<file path="config.mk">
export PLATFORM = sky130hd
export DESIGN_NAME = pmq_cell
export DESIGN_NICKNAME = d
export VERILOG_FILES = /design/src/rtl/pmq_pkg.sv /design/src/rtl/pmq_cell.sv
export SDC_FILE = /design/constraint.sdc
export NUM_CORES = 1
export LEC_CHECK = 0
export BUFFER_PORTS_ARGS = -buffer_cell sky130_fd_sc_hd__buf_2
export CAP_MARGIN = 30
export CORE_AREA = 4 4 157 159
export DETAILED_ROUTE_END_ITERATION = 6
export DIE_AREA = 0 0 161 163
export GPL_TIMING_DRIVEN = 1
export PLACE_DENSITY = 0.72
export SYNTH_ARGS = -nofsm -noshare
export SYNTH_HDL_FRONTEND = slang
export SYNTH_SLANG_ARGS = --single-unit
</file>
<file path="constraint.sdc">
create_clock -name clk -period 3.4 [get_ports clk]
set_input_delay 0.51 -clock clk [delete_from_list [all_inputs] [get_ports clk]]
set_output_delay 0.51 -clock clk [all_outputs]
set_load 0.01 [all_outputs]
</file>
<file path="src/rtl/pmq_pkg.sv">
`timescale 1ns / 1ps
`default_nettype none

package pmq_pkg;

  // Slot count of the cell row.
  localparam int SLOTS   = 16;
  localparam int SLOT_W  = (SLOTS > 1) ? $clog2(SLOTS) : 1;
  localparam int CNT_W   = ($clog2(SLOTS + 1) > 5) ? $clog2(SLOTS + 1) : 5;

  localparam int PRIO_W  = 15;
  localparam int LEN_W   = 4;
  localparam int WORD_W  = 64;
  localparam int ORDER_W = 64;
  localparam int CAP_W   = 5;
  localparam int STAT_W  = 2;
  localparam int IDX_W   = 1;

  localparam logic [CAP_W-1:0] CAP_RESET    = 5'd10;
  localparam logic [LEN_W-1:0] MAXLEN_RESET = 4'd8;

  localparam logic [IDX_W-1:0] REG_CAPACITY   = 1'b0;
  localparam logic [IDX_W-1:0] REG_MAX_LENGTH = 1'b1;

  localparam logic CMD_SEND = 1'b0;
  localparam logic CMD_RECV = 1'b1;

  localparam logic [STAT_W-1:0] ST_OK      = 2'd0;
  localparam logic [STAT_W-1:0] ST_BUSY    = 2'd1;
  localparam logic [STAT_W-1:0] ST_INVALID = 2'd2;
  localparam logic [STAT_W-1:0] ST_NOSLOT  = 2'd3;

  // Best-so-far candidate handed from one cell to the next.
  typedef struct packed {
    logic               found;
    logic [PRIO_W-1:0]  prio;
    logic [ORDER_W-1:0] order;
    logic [SLOT_W-1:0]  idx;
  } cand_t;

  // Message contents held by one cell.
  typedef struct packed {
    logic [PRIO_W-1:0] prio;
    logic [LEN_W-1:0]  len;
    logic [WORD_W-1:0] word;
  } slot_t;

endpackage

`default_nettype wire

</file>
<file path="src/rtl/pmq_cell.sv">
`timescale 1ns / 1ps
`default_nettype none

module pmq_cell (
  input  wire logic                        clk,
  input  wire logic                        rst_n,
  input  wire logic [pmq_pkg::SLOT_W-1:0]  cell_idx,
  input  wire logic                        wr,
  input  wire logic                        clr,
  input  wire pmq_pkg::slot_t              wr_slot,
  input  wire logic [pmq_pkg::ORDER_W-1:0] wr_order,
  input  wire pmq_pkg::cand_t              cand_in,
  output pmq_pkg::cand_t                   cand_out,
  output logic                             valid_o,
  output pmq_pkg::slot_t                   slot_o
);

  logic                        valid_r;
  pmq_pkg::slot_t              slot_r;
  logic [pmq_pkg::ORDER_W-1:0] order_r;
  pmq_pkg::cand_t              cand_r;
  pmq_pkg::cand_t              cand_nxt;
  logic                        beats_in;

  // Higher priority wins; on equal priority the older stamp wins. A tie on
  // both keeps the incoming candidate, which comes from a lower slot.
  always_comb begin
    beats_in = valid_r && (!cand_in.found ||
                           (slot_r.prio > cand_in.prio) ||
                           ((slot_r.prio == cand_in.prio) && (order_r < cand_in.order)));
    if (beats_in) begin
      cand_nxt.found = 1'b1;
      cand_nxt.prio  = slot_r.prio;
      cand_nxt.order = order_r;
      cand_nxt.idx   = cell_idx;
    end else begin
      cand_nxt = cand_in;
    end
  end

  always_ff @(posedge clk) begin
    if (!rst_n) begin
      valid_r <= 1'b0;
      cand_r  <= '0;
    end else begin
      if (wr) begin
        valid_r <= 1'b1;
      end else if (clr) begin
        valid_r <= 1'b0;
      end
      cand_r <= cand_nxt;
    end
  end

  always_ff @(posedge clk) begin
    if (wr) begin
      slot_r  <= wr_slot;
      order_r <= wr_order;
    end
  end

  assign cand_out = cand_r;
  assign valid_o  = valid_r;
  assign slot_o   = slot_r;

endmodule

`default_nettype wire

</file>
# Yosys cells after proc, flatten, opt, wreduce, memory -nomap -nowiden
# Index checks and enable logic that the tools add are counted.
# totals
reg_bits	232
input_bits	239
output_inout_bits	168
elab_cells	21
# classes
order_cmp	2
eq_ne	1
mux	3
n_reduce_logical	6
# ops
cell	count
$mux W84	1
$lt A64 B64 Y1	1
$eq A15 B15 Y1	1
$gt A15 B15 Y1	1
$logic_and A1 B1 Y1	2
$logic_or A1 B1 Y1	2
$mux W1	2
$reduce_bool A2 Y1	1
$logic_not A1 Y1	1

# Logic depth before layout (Yosys ltp)
# Gate-level depths: netlist of the first run.
# depth
depth_word	5
depth_mapped	12
ltp_nobuf	10

# Worst setup path after synthesis of the first run
# OpenSTA, ideal clock, no wires.
# synth_timing
kind	input to register
from	in cand_in[62] in the netlist's numbering
to	reg cand_r (netlist bit cand_out[0])
setup_ns	0.072
arrival_ns	2.460
required_ns	3.328
slack_ns	0.868
stages	10
n_path_buf	2
path_cell_list	inv_1 > ha_1 > and4_1 > nand3b_1 > or4_1 > a211oi_1 > o31a_2 > buf_6 > buf_8 > mux2i_1
# synth_between
elab_chain_cells	5
# synth_rtl
element	line	source
start: declaration	pmq_cell.sv:12	input wire pmq_pkg::cand_t cand_in,
$lt A64 B64 Y1	pmq_cell.sv:30	((slot_r.prio == cand_in.prio) && (order_r < cand_in.order)));
$logic_and A1 B1 Y1	pmq_cell.sv:30	
$logic_or A1 B1 Y1	pmq_cell.sv:29	(slot_r.prio > cand_in.prio) ||
$logic_and A1 B1 Y1	pmq_cell.sv:28	beats_in = valid_r && (!cand_in.found ||
$mux W84	pmq_cell.sv:31	if (beats_in) begin
end signal: assignment	pmq_cell.sv:51	cand_r <= cand_nxt;
end: declaration	pmq_cell.sv:21	pmq_pkg::cand_t cand_r;
# No other way between the ends.
# A chain may end at the register's enable or synchronous reset.

# Worst setup path after layout of the first run
# layout_timing
from	reg order_r[63] in the netlist's numbering
to	reg cand_r (netlist bit cand_out[18])
# layout_between
elab_chain_cells	5
# layout_rtl
element	line	source
start: declaration	pmq_cell.sv:20	logic [pmq_pkg::ORDER_W-1:0] order_r;
start signal: assignment	pmq_cell.sv:58	order_r <= wr_order;
$lt A64 B64 Y1	pmq_cell.sv:30	
$logic_and A1 B1 Y1	pmq_cell.sv:30	
$logic_or A1 B1 Y1	pmq_cell.sv:29	
$logic_and A1 B1 Y1	pmq_cell.sv:28	
$mux W84	pmq_cell.sv:31	
# No other way between the ends.

==> impl_metrics.json, run 1 <==
{
  "synth_edf_count": 147,
  "gr-total-overflow": 0,
  "crit_slowest_cell": "or4_1",
  "syn_nets": 1106,
  "stdcell_count": 1542,
  "ys.flop_type": "edfxtp_1",
  "dr.first_iter.drc_count": 371,
  "tightest_slew_ns": 0.694,
  "critPathArrivalTime_ns": 3.52,
  "slowest_delay_ns": 0.66,
  "crit_end": "cand_out[18]",
  "ys_async_sr_fraction_pct": 0,
  "cts_resized": 0,
  "period_share_pct": 90.3,
  "multiInputGateArea_um2": 3140,
  "path_max_fanout": 39,
  "leakagePower_uw": 0.00660,
  "vdd_ir_drop_max_uv": 508,
  "crit_type": "register to register",
  "ys_types": 37,
  "num_vias": 7274,
  "dp.cells": 1493,
  "cp-end-kind": "register",
  "period_minus_slack_ns": 3.07,
  "area_delta_synth_final_pct": 33.1,
  "status": "complete, no violations",
  "place_hpwl_um": 20500,
  "reg2reg_to": "cand_out[18]",
  "crit_chain": "ha_1 > nand4_1 > nand3b_1 > or4_1 > o221ai_1 > o31a_4 > buf_12 > mux2i_1",
  "final_util_pct": 55.7,
  "numCtsBuffers": 25,
  "dieArea_um2": 26200,
  "finalSetupViolations": 0,
  "clock_skew_ns": 0.0206,
  "routed_wl_um": 26500,
  "yosysSeqAreaShare_pct": 62.8,
  "nFillCells": 2023,
  "pre_cts_ws_ns": 0.0326,
  "cp_top_family": "simple AND/OR/NAND/NOR gates",
  "power_density_nw_per_um2": 542,
  "drt-vias-per-instance": 4.72,
  "cp.required_ns": 3.85,
  "holdWs_ns": 0.142,
  "fmax_mhz": 326,
  "start_util_pct": 41.9,
  "grt_pass1_vias": 7356,
  "seqCellArea_um2": 6120,
  "synth-seq-cells": 232,
  "die_h_um": 163,
  "pin_count": 407,
  "reg2reg_depth": 8,
  "gp_congestion": 0.818,
  "core_region_area_um2": 23300,
  "hp-class": "input pin to register",
  "cts_tree": "built",
  "drtAntennaViolNets": 0,
  "synthCells": 789,
  "cts_max_level": 1,
  "ys_warn_count": 0,
  "postCtsHoldBufs": 0,
  "setup_slack_ns": 0.329,
  "grt_usage_pct": 19.2,
  "wire_per_inst_um": 17.2,
  "clk_latency_ns": 0.54,
  "grt_max_degree": 83,
  "root_buffer": "clkbuf_16",
  "start_kind": "register",
  "cts.sinks": 232,
  "grt_pass1_wl_um": 39400,
  "hold_viol_final": 0,
  "drive_above_1_share_pct": 37.2,
  "rsz0062_at_grt": "no",
  "slew_headroom_pct": 53.2,
  "clockBufferDepth": 3,
  "numPortBuffers": 406,
  "maxCapViolations": 0,
  "path_depth": 8,
  "startpoint": "order_r[63]",
  "synth.avg_cell_area_um2": 12.3,
  "die_x_um": 161,
  "fin_setup_tns_ns": 0,
  "rrSetupSlack_ns": 0.33,
  "layout.nets": 1518,
  "post_cts_buffers": 0,
  "drc": 0,
  "syn-cell-area_um2": 9740,
  "drv_slew": 0,
  "antenna_found_initial": 4,
  "first_pass_iters": 4,
  "r2r-start": "order_r[63]",
  "crit_buf_inv": 1,
  "path_clk_slew_ns": 0.06,
  "row_count": 56
}
stage by stage:
| stage | instance area, um^2 | total power (uW) |
|---|---|---|
| 2_1_floorplan | 9740 | 3830 |
| 3_3_place_gp | 12100 | 4270 |
| 3_5_place_dp | 12100 | 4300 |
| 4_1_cts | 13000 | 7120 |
| 5_1_grt | 13000 | 7350 |
| 6_report | 13000 | 7030 |
per-layer routing:
metal	share of wire, %	global-route usage [%]	vias to the layer above
met5	0.026	0	-
met4	3.0	6.63	2
met3	8.8	6.15	55
met2	53	35.8	288
met1	35	20.4	3364
li1	-	-	3565
worst min path at each step:
stage / startpoint / slack [ns] / cells after the start / end
after detailed placement: order_r[51] / 0.53 / 2 / cand_out[55]
after CTS: wr_slot[32] / 0.11 / 1 / slot_o[32]
after global routing: wr_order[55] / 0.12 / 1 / order_r[55]
after global placement: order_r[31] / 0.52 / 2 / cand_out[35]
final: wr_order[45] / 0.14 / 1 / order_r[45]
after floorplan: order_r[0] / 0.50 / 2 / cand_out[4]
report_power, final:
part           internal [uW]  leakage [uW]  switching, uW  total (uW)
clock network           1690      0.000424           1110        2800
logic                    403       0.00403            495         898
registers               3240       0.00215           88.5        3330
final cells by class:
type | count | share of cell area, %
diodes | 3 | 0.0579
clock buffers | 40 | 5.88
clock inverters | 6 | 0.772
inverters | 80 | 2.32
multi-input cells | 449 | 24.2
flip-flops and latches | 232 | 47.2
well taps | 319 | 3.08
repair buffers | 413 | 16.5
synthesized netlist by cell type (3+ instances only):
library cell	number	share of area (%)
nor2b_1	4	0.26
nand4_1	10	0.64
mux2i_1	83	8.5
nor3_1	3	0.15
o21ai_0	11	0.57
nand2_1	184	7.1
and4_1	4	0.36
dfxtp_1	85	17
nand3_1	7	0.36
nor2_1	9	0.35
inv_1	80	3.1
edfxtp_1	147	45
clkbuf_1	19	0.73
a211oi_1	6	0.46
nand3b_1	3	0.23
buf_8	7	1.1
a21oi_1	26	1.3
ha_1	78	10
logic make-up after synthesis:
logic type / share of synthesized area [%]
fa+ha+maj: 10.0
flops: 62.8
simple gates: 9.68
mux: 8.53
buf+inv: 5.09
compound gates: 3.92
cells in the final DEF (no fill, tap or decap), types with 3 or more instances in the layout:
cell       netlist  layout
a21oi_1         26      26
nand3_1          7       7
nor2b_1          4       4
nor3_1           3       3
nor2_1           9       9
mux2i_1         83      83
buf_12           0       4
ha_1            78      78
edfxtp_1       147     147
clkbuf_1        19       7
o21ai_0         11      11
nand3b_1         3       3
clkbuf_8         0       8
inv_1           80      80
buf_4            1       4
nand4_1         10      10
diode_2          0       3
clkbuf_16        0      25
and4_1           4       4
dfxtp_1         85      85
a211oi_1         6       6
buf_2            0     404
nand2_1        184     184
state kept, by name (all words and copies together), names as in the netlist:
| name | cells |
|---|---|
| slot_o | 83 |
| order_r | 64 |
| valid_o | 1 |
| cand_out | 84 |
(Power assumes the default switching activity.)
==> inputs of run 2 (changes only) <==
Settings changed: PLACE_DENSITY 0.72 to 0.7.
==> run 2 against run 1 <==
- sequential share of layout area about the same
- clock power down 3%
- combinational power up 0.6%
- maximum frequency up 3.5%
- design area about the same
==> impl_metrics.json, run 2 (synthesis results as in run 1) <==
{
  "setup_slack_ns": 0.432,
  "largest_reg_flops": 84,
  "period_share_pct": 87.3,
  "drv_slew": 0,
  "crit_chain": "ha_1 > nand4_1 > a2111oi_1 > o31a_1 > o2111ai_1 > a211oi_1 > o31a_4 > buf_12 > mux2i_1",
  "numCtsBuffers": 25,
  "cp_top_family": "compound AO/OA/AOI/OAI gates",
  "dpl_cell_area_um2": 12100,
  "maxCapViolations": 0,
  "routed_wl_um": 26300,
  "core_region_area_um2": 23300,
  "nFillCells": 2008,
  "final_util_pct": 55.8,
  "post_cts_buffers": 0,
  "hp-class": "input pin to register",
  "layout_common_cells": "buf_2, nand2_1, edfxtp_1, dfxtp_1, mux2i_1",
  "min_from": "wr_order[58]",
  "crit_type": "register to register",
  "drive_above_1_share_pct": 37.2,
  "antenna_found_initial": 6,
  "fmax_mhz": 337,
  "grt_usage_pct": 19.3,
  "vdd_ir_drop_max_uv": 458,
  "clockBufferDepth": 3,
  "first_pass_iters": 5,
  "hold_path_depth": 1,
  "dr.first_iter.drc_count": 348,
  "cts_max_level": 1,
  "period_minus_slack_ns": 2.97,
  "critPathArrivalTime_ns": 3.42,
  "drc": 0,
  "cts.sinks": 232,
  "status": "complete, no violations",
  "crit_slowest_cell": "a211oi_1",
  "pin_count": 407,
  "leakagePower_uw": 0.00660,
  "cp.required_ns": 3.85,
  "cp-end-kind": "register",
  "r2r-start": "order_r[10]",
  "num_vias": 7196,
  "rsz0062_at_grt": "no",
  "tightest_slew_ns": 0.704,
  "drtAntennaViolNets": 0,
  "reg2reg_depth": 9,
  "power_density_nw_per_um2": 535,
  "layout.cells.most_common": "buf_2",
  "drt-vias-per-instance": 4.65,
  "cts_resized": 0,
  "wire_per_inst_um": 17.0,
  "hold_path_end": "order_r[58]",
  "slew_headroom_pct": 53.0,
  "crit_buf_inv": 1,
  "rrSetupSlack_ns": 0.43,
  "root_buffer": "clkbuf_16",
  "numPortBuffers": 406,
  "die_h_um": 163,
  "die_x_um": 161,
  "grt_pass1_vias": 7483,
  "path_clk_slew_ns": 0.06,
  "final_area_um2": 13000,
  "fin_setup_tns_ns": 0,
  "reg2reg_to": "cand_out[77]",
  "place_hpwl_um": 20300,
  "clk_latency_ns": 0.53,
  "gp_congestion": 0.803,
  "clock_skew_ns": 0.0157,
  "slowest_delay_ns": 0.41,
  "cts_tree": "built",
  "gr-total-overflow": 0,
  "postCtsHoldBufs": 0,
  "start_util_pct": 41.9,
  "grt_max_degree": 92,
  "row_count": 56,
  "layout.nets": 1521,
  "area_delta_synth_final_pct": 33.2,
  "grt_pass1_wl_um": 39800,
  "dieArea_um2": 26200,
  "path_max_fanout": 23,
  "finalSetupViolations": 0,
  "pre_cts_ws_ns": 0.139,
  "hold_viol_final": 0,
  "start_kind": "register"
}
-- run 2: cell count changes in the layout (fill, tap and decap cells not counted), sizes merged --
cell / before / now
inv: 82 / 81
clkinvlp: 0 / 1
buf: 413 / 416
diode: 3 / 4
clkbuf: 40 / 35
clkinv: 2 / 7
-- run 2: power by group --
group / internal (uW) / switching (uW) / total [uW]
combinational: 409 / 494 / 903
clock: 1600 / 1110 / 2710
sequential: 3240 / 86.1 / 3330
total: 5250 / 1690 / 6940
-- run 2: final cells by class --
| class | instances | area (um^2) | area share, % |
|---|---|---|---|
| timing repair buffer | 416 | 2190 | 16.9 |
| multi-input combinational | 449 | 3140 | 24.2 |
| clock buffer | 35 | 703 | 5.42 |
| antenna | 4 | 10.0 | 0.0771 |
| inverter | 80 | 300 | 2.31 |
| sequential | 232 | 6120 | 47.1 |
| tap | 319 | 399 | 3.08 |
| clock inverter | 11 | 119 | 0.916 |
-- run 2: metrics by stage --
step	total power, uW	hold WS, ns	instances
CTS	7030	0.121	1542
detailed placement	4300	0.528	1496
floorplan	3830	0.504	789
finish	6940	0.147	1546
global placement	4280	0.514	1496
global route	7280	0.117	1546
-- run 2: worst max-delay path by stage --
stage | slack [ns] | end | depth (start not counted) | startpoint
2_1_floorplan | 0.87 | cand_out[0] | 10 | cand_in[62]
5_1_grt | 0.22 | cand_out[3] | 9 | order_r[10]
3_3_place_gp | 0.24 | cand_out[8] | 11 | cand_in[14]
3_5_place_dp | 0.14 | cand_out[77] | 11 | cand_in[14]
6_report | 0.43 | cand_out[77] | 9 | order_r[10]
4_1_cts | 0.34 | cand_out[77] | 9 | order_r[10]
-- run 2: routing by layer --
layer	part of all wire [%]	vias up	GRT usage, %
li1	-	3567	-
met2	52	274	35.6
met4	2.4	4	5.51
met5	0.084	-	0
met3	8.7	41	6.13
met1	37	3310	21.5
==> inputs of run 3 (changes only) <==
Settings changed: CELL_PAD_IN_SITES_DETAIL_PLACEMENT set to 0, CELL_PAD_IN_SITES_GLOBAL_PLACEMENT set to 1, CORE_AREA 4 4 157 159 to not set, CORE_MARGIN set to 4, CORE_UTILIZATION set to 37, DIE_AREA 0 0 161 163 to not set, PLACE_DENSITY 0.7 to not set, PLACE_DENSITY_LB_ADDON set to 0.1.
==> run 3 against run 2 <==
- non-clock buffer count is 1 lower
- clock power hardly changed
- critical endpoint is now cand_out[17]
- global-route usage decreased by 1.3 points
- register-to-register slack gained 0.07 ns
- cell count up 0.97%
==> impl_metrics.json, run 3 (synthesis results as in run 1) <==
{
  "clock_skew_ns": 0.0155,
  "start_kind": "register",
  "total_power_uw": 6960,
  "hold_path_depth": 1,
  "drc": 0,
  "tightest_slew_ns": 0.742,
  "cts_resized": 0,
  "crit_slowest_cell": "edfxtp_1",
  "post_cts_buffers": 0,
  "postCtsHoldBufs": 0,
  "core_region_area_um2": 26000,
  "first_pass_iters": 4,
  "die_h_um": 170,
  "grt_usage_pct": 18.0,
  "hold_viol_final": 0,
  "min_from": "wr_slot[18]",
  "crit_chain": "ha_1 > nand4_1 > a2111oi_1 > o31a_1 > o2111ai_1 > a211oi_1 > o31a_4 > buf_12 > mux2i_1",
  "slew_headroom_pct": 50.5,
  "num_vias": 7147,
  "layout_common_cells": "buf_2, nand2_1, edfxtp_1, dfxtp_1, mux2i_1",
  "hold_path_end": "slot_o[18]",
  "hp-class": "input pin to register",
  "period_minus_slack_ns": 2.90,
  "layout.nets": 1521,
  "row_count": 59,
  "cp.required_ns": 3.85,
  "dieArea_um2": 29000,
  "fmax_mhz": 345,
  "cts.sinks": 232,
  "wire_per_inst_um": 17.5,
  "drive_above_1_share_pct": 36.8,
  "nFillCells": 2458,
  "place_hpwl_um": 21200,
  "vdd_ir_drop_max_uv": 472,
  "r2r-start": "order_r[10]",
  "numPortBuffers": 406,
  "grt_pass1_wl_um": 40600,
  "antenna_found_initial": 6,
  "drtAntennaViolNets": 0,
  "crit_type": "register to register",
  "largest_reg_flops": 84,
  "rrSetupSlack_ns": 0.50,
  "gp_congestion": 0.803,
  "clk_latency_ns": 0.53,
  "drt-vias-per-instance": 4.58,
  "finalSetupViolations": 0,
  "grt_pass1_vias": 7369,
  "area_delta_synth_final_pct": 33.0,
  "grt_max_degree": 72,
  "routed_wl_um": 27400,
  "root_buffer": "clkbuf_16",
  "gr-total-overflow": 0,
  "seqCellArea_um2": 6120,
  "cp_top_family": "compound AO/OA/AOI/OAI gates",
  "cts_max_level": 1,
  "crit_buf_inv": 1,
  "dr.first_iter.drc_count": 240,
  "path_clk_slew_ns": 0.06,
  "clockBufferDepth": 3,
  "leakagePower_uw": 0.00658,
  "layout.cells.most_common": "buf_2",
  "rsz0062_at_grt": "no",
  "slowest_delay_ns": 0.40,
  "status": "complete, no violations",
  "fin_setup_tns_ns": 0,
  "reg2reg_depth": 9,
  "reg2reg_to": "cand_out[17]",
  "period_share_pct": 85.3,
  "die_x_um": 170,
  "maxCapViolations": 0,
  "start_util_pct": 37.5,
  "critPathArrivalTime_ns": 3.35,
  "path_max_fanout": 42,
  "numCtsBuffers": 26,
  "cts_tree": "built",
  "power_density_nw_per_um2": 537,
  "cp-end-kind": "register",
  "drv_slew": 0,
  "multiInputGateArea_um2": 3140,
  "pin_count": 407
}
==> run 3: worst reg2reg max path: cells and delay by family, from the launching register on <==
family	cells	cell delay, ns
DFF	1	0.40
muxes	1	0.30
AOI/OAI and AO/OA	5	1.36
and+or+nand+nor	1	0.15
adders and majority gates	1	0.34
buffers and inverters	1	0.28
==> run 3: routing by layer <==
| layer | share of wire, % | GRT usage, % | up-vias | wire (um) |
|---|---|---|---|---|
| met5 | 0.17 | 0 | - | 47 |
| met3 | 10 | 7.57 | 41 | 2840 |
| met4 | 2.1 | 3.99 | 8 | 585 |
| met1 | 38 | 20.5 | 3259 | 10400 |
| met2 | 49 | 31.8 | 265 | 13500 |
| li1 | - | - | 3574 | - |
==> run 3: metrics by stage <==
stage | hold slack (ns) | area, um^2 | utilization, % | worst slack [ns] | std cells
global route | 0.123 | 13000 | 49.9 | 0.240 | 1561
finish | 0.149 | 13000 | 49.9 | 0.500 | 1561
global placement | 0.522 | 12100 | 46.6 | 0.297 | 1511
CTS | 0.122 | 12900 | 49.8 | 0.436 | 1559
detailed placement | 0.526 | 12100 | 46.6 | 0.206 | 1511
floorplan | 0.504 | 9740 | - | 0.868 | 789
==> run 3: power breakdown <==
group | switching, uW | internal (uW)
clock network | 1100 | 1630
registers | 84.5 | 3240
logic | 496 | 402
total | 1680 | 5270
==> run 3: area by class of cell <==
cell class              instances  share of cell area (%)
flip-flops and latches        232                    47.2
clock buffers                  40                    5.66
repair buffers                415                    16.6
clock inverters                 8                   0.744
inverters                      80                    2.32
well taps                     335                    3.24
multi-input cells             449                    24.2
diodes                          2                  0.0386
==> run 3: worst max-delay path by stage <==
stage	startpoint	end	slack, ns	depth (start not counted)
2_1_floorplan	cand_in[62]	cand_out[0]	0.87	10
3_3_place_gp	cand_in[14]	cand_out[10]	0.30	11
3_5_place_dp	cand_in[14]	cand_out[17]	0.21	11
4_1_cts	order_r[10]	cand_out[17]	0.44	9
5_1_grt	order_r[10]	cand_out[2]	0.24	10
6_report	order_r[10]	cand_out[17]	0.50	9
